## src/hw/rtl/mev_ram.sv

```systemverilog
// ----------------------------------------------------------------------------
// mev_ram: generic single-write, single-read memory
// One write port and one read port with registered read data.
// ----------------------------------------------------------------------------
`default_nettype none

module mev_ram #(
   parameter int WIDTH = 8,
   parameter int DEPTH = 16
) (
   input  wire logic                     clock,
   input  wire logic                     wr_en,
   input  wire logic [$clog2(DEPTH)-1:0] wr_addr,
   input  wire logic [WIDTH-1:0]         wr_data,
   input  wire logic [$clog2(DEPTH)-1:0] rd_addr,
   output      logic [WIDTH-1:0]         rd_data
);

   logic [WIDTH-1:0] mem [DEPTH];
   logic [WIDTH-1:0] rd_data_ff;

   always_ff @(posedge clock) begin
      if (wr_en) begin
         mem[wr_addr] <= wr_data;
      end
      rd_data_ff <= mem[rd_addr];
   end

   assign rd_data = rd_data_ff;

endmodule

`default_nettype wire

```

## config.mk

```make
export PLATFORM = sky130hd
export DESIGN_NAME = mev_ram
export DESIGN_NICKNAME = d
export VERILOG_FILES = /design/src/hw/rtl/mev_ram.sv
export SDC_FILE = /design/constraint.sdc
export NUM_CORES = 1
export LEC_CHECK = 0
export BUFFER_PORTS_ARGS = -buffer_cell sky130_fd_sc_hd__clkbuf_2
export CORE_MARGIN = 4
export CORE_UTILIZATION = 48
export CTS_CLUSTER_DIAMETER = 80
export DETAILED_ROUTE_END_ITERATION = 16
export GPL_TIMING_DRIVEN = 1
export SYNTH_ARGS = -nofsm -noshare
export SYNTH_HDL_FRONTEND = slang
export SYNTH_SLANG_ARGS = --single-unit
```

## constraint.sdc

```tcl
create_clock -name clock -period 5.71 [get_ports clock]
set_input_delay 1.142 -clock clock [delete_from_list [all_inputs] [get_ports clock]]
set_output_delay 1.142 -clock clock [all_outputs]
set_load 0.005 [all_outputs]
```

* Word-level counts from Yosys, hierarchy flattened
Memory sizes are Yosys's and may differ from the RTL's. A register that Yosys moved wholly into a read port is not among the register bits.
Cells that the tools add are included.
** Word-level totals
- Register bits after elaboration :: 0
- RAM bits :: 128
- Output and inout bits :: 8
- Logic and storage cells :: 3
- Memories :: 1
** Memories
- mem :: words 16, width 8, read ports 1, clocked after memory_dff 1, write ports 1, line 19 : logic [WIDTH-1:0] mem [DEPTH];
** Cells by class
- Mux-type cells :: 2
** Operators with widths (number)
- 1-bit 2-to-1 mux :: 2

* Longest topological paths before layout
- Depth after elaboration :: 2
- Gate-level depth with buffers :: 5
- Mapped depth without buffers :: 3

* Least setup slack after synthesis
Ideal clock, no wire load.
- Kind :: input to register
- Start :: input wr_addr[2]
- End :: memory mem[0][0] (enable)
- Arrival time :: 2.252 ns
- Data required time :: 5.327 ns
- Slack :: 3.075 ns
- Stages on the path :: 2
- Path buffers :: 0
- Cells stage by stage :: or3b_2 -> nor3_1
** RTL lines
- start, declared :: line 13 : input wire logic [$clog2(DEPTH)-1:0] wr_addr,
- end, declared :: line 19
No word-level cell before the write port.

==> results.txt <==
Status -> finished clean
Fmax achieved -> 0.401 GHz
Largest net degree at the start of global routing -> 33
Die Span Y -> 112 microns
Min Clock Period, post-route -> 2.49 ns
VDD IR max -> 0.000179 V
Crit path max fanout -> 21
Longest Clk Path Bufs -> 2
Clock slew at reported path FFs -> 0.06 ns
Met3 GRT Util -> 4.84%
Vias in the first global route -> 2,505
GR Overflow Total -> 0
Power per cell area -> 385 nW/um^2
Crit Path Category -> in -> reg
WP buf/inv -> 2
Sequential share of the synthesized area -> 77.8%
Row cnt -> 37
Crit path DAT -> 2.89 ns
Residual DRC -> 0
Antenna violations before repair -> 0
Worst-Skew Late Latency -> 0.52 ns
Worst path max stage delay -> 0.60 ns
Total Die Area -> 12,400 sq um
Tightest Pin Transition -> 0.969 ns
Crit path required time -> 6.11 ns
Startpoint class of the critical path -> input port
Syn-to-layout area delta -> 16.1%
Routed len/inst -> 23.6 microns
IO Port Bufs -> 25
DR vias/cell -> 5.73
I/O pin cnt -> 26
Final ANT Viol Nets -> 0
M2 GR Usage -> 26.1%
Overall routing resource usage -> 16.9%
Hold crit path type -> reg -> reg
Starting DRT DRC Count -> 227
Crit path cell chain -> clkbuf_2, buf_4, mux4_1, a22oi_1, nand2_1
Final max-slew violation count -> 0
CTS Hold Bufs -> 0
Top Family by Delay on Critical Path -> buffers and inverters
Slowest CP cell -> mux4_1
Clock tree root buffer cell -> clkbuf_8
Slew headroom -> 35.1%
Final hold violations -> 0
WL final -> 9.80 mm
Leak Pwr -> 2.00 nW
Tcrit/Tclk final -> 43.7%
Core Region -> 10,400 sq um
Busiest grt layer -> met2
Register bit total from synthesis -> 136
Share of layout cells above drive strength 1 -> 28.3%
Clock Skew -> 0.0119 ns
DR pass1 iterations -> 4
Clock sink count -> 136
GPL Wtd Cong -> 0.739
# setup viols final -> 0
Worst hold slack -> 0.662 ns
Vias post-DR -> 2,376
Fin nets -> 284
Endpoint class of the critical path -> flip-flop
Starting density of the core -> 49.6%
CTS Buf Count -> 17
DPL Wire Length -> 5.95 mm
Synthesized area per cell -> 22.5 sq um
MaxCap Viol Count -> 0
Syn Nets -> 247
Syn Inst Count -> 229
Diode count -> 0
RSZ-0062 raised after global routing -> no
DIE WIDTH -> 112 microns
Synth Warn # -> 0
H-tree levels -> 4
TritonCTS clock tree -> built
First-pass GRT wire length -> 15.2 mm
Setup bufs post-CTS -> 0
Setup TNS -> 0 ns
Post-synthesis cell type count -> 19
Routing usage on met1 -> 23.5%
CTS resizes -> 0
Cell Area, Synth -> 5150 sq um
## registers in the layout, indices dropped and copies added (netlist names)
register and count:
rd_data 8, mem 128
## area by class of cell
cell class | instances | area, sq um
well taps | 136 | 170
clock buffers | 18 | 418
fillers | 804 | 4390
flip-flops and latches | 136 | 4000
repair buffers | 28 | 148
clock inverters | 14 | 171
multi-input cells | 83 | 1070
## cell usage in the layout, fill, tap and decap left out, types with 8 or more instances in the layout
| cell | instances |
|---|---|
| a22oi_1 | 16 |
| clkbuf_16 | 16 |
| clkbuf_2 | 25 |
| dfxtp_1 | 8 |
| edfxtp_1 | 128 |
| mux4_1 | 14 |
| mux4_2 | 18 |
| nand2_1 | 9 |
| nor2_1 | 13 |
## per-layer routing
| layer | vias to the layer above | part of all wire [%] |
|---|---|---|
| met5 | - | 0 |
| met4 | 0 | 0.92 |
| met3 | 9 | 6.4 |
| met2 | 66 | 50 |
| met1 | 1257 | 43 |
| li1 | 1044 | - |
## kinds of logic (layout without fill, tap and decap cells)
| family | count (synthesis) | count (layout) | share of synthesized area [%] |
|---|---|---|---|
| DFF | 136 | 136 | 77.8 |
| AOI/OAI and AO/OA | 16 | 16 | 2.33 |
| muxes | 32 | 32 | 15.0 |
| buffers and inverters | 10 | 60 | 1.68 |
| and+or+nand+nor | 35 | 35 | 3.18 |
## metrics by stage
| stage | power, mW | std cells | util, % | setup slack [ns] | area [sq um] |
|---|---|---|---|---|---|
| floorplan | 1.20 | 229 | - | 3.08 | 5150 |
| global placement | 1.24 | 383 | 52.0 | 2.61 | 5390 |
| detailed placement | 1.24 | 383 | 52.0 | 2.63 | 5390 |
| CTS | 2.32 | 415 | 57.6 | 3.17 | 5980 |
| global route | 2.38 | 415 | 57.6 | 3.05 | 5980 |
| finish | 2.30 | 415 | 57.6 | 3.22 | 5980 |
## cell usage after synthesis (all sizes together)
cell	number	area, sq um
nand3b	2	15.0
nor2	13	48.8
nand2	9	33.8
clkdlybuf4s25	3	30.0
and2	1	6.26
nand3	1	5.00
nand2b	2	12.5
mux4	32	773
a22oi	16	120
dfxtp	8	160
edfxtp	128	3840
and2b	1	7.51
or3b	1	8.76
nor3	4	20.0
buf	7	56.3
nor2b	1	6.26
## worst paths after layout
path | cells after the start | start | end | slack, ns
worst min-delay path | 3 | mem[12][0] | rd_data[0] | 0.66
worst max register to register | 3 | mem[9][1] | rd_data[1] | 4.36
worst min register to register | 3 | mem[12][0] | rd_data[0] | 0.66
worst max-delay path | 5 | rd_addr[0] | rd_data[0] | 3.22
## power breakdown
part / internal, mW / total [mW] / switching (mW)
combinational: 0.0402 / 0.0952 / 0.0551
sequential: 1.12 / 1.12 / 0.00794
clock: 0.668 / 1.08 / 0.414
## worst min-delay path, stage by stage (launching register included)
cell and delay (ns):
edfxtp_1 0.31, mux4_2 0.22, a22oi_1 0.06, nand2_1 0.05
(Power assumes the default switching activity.)
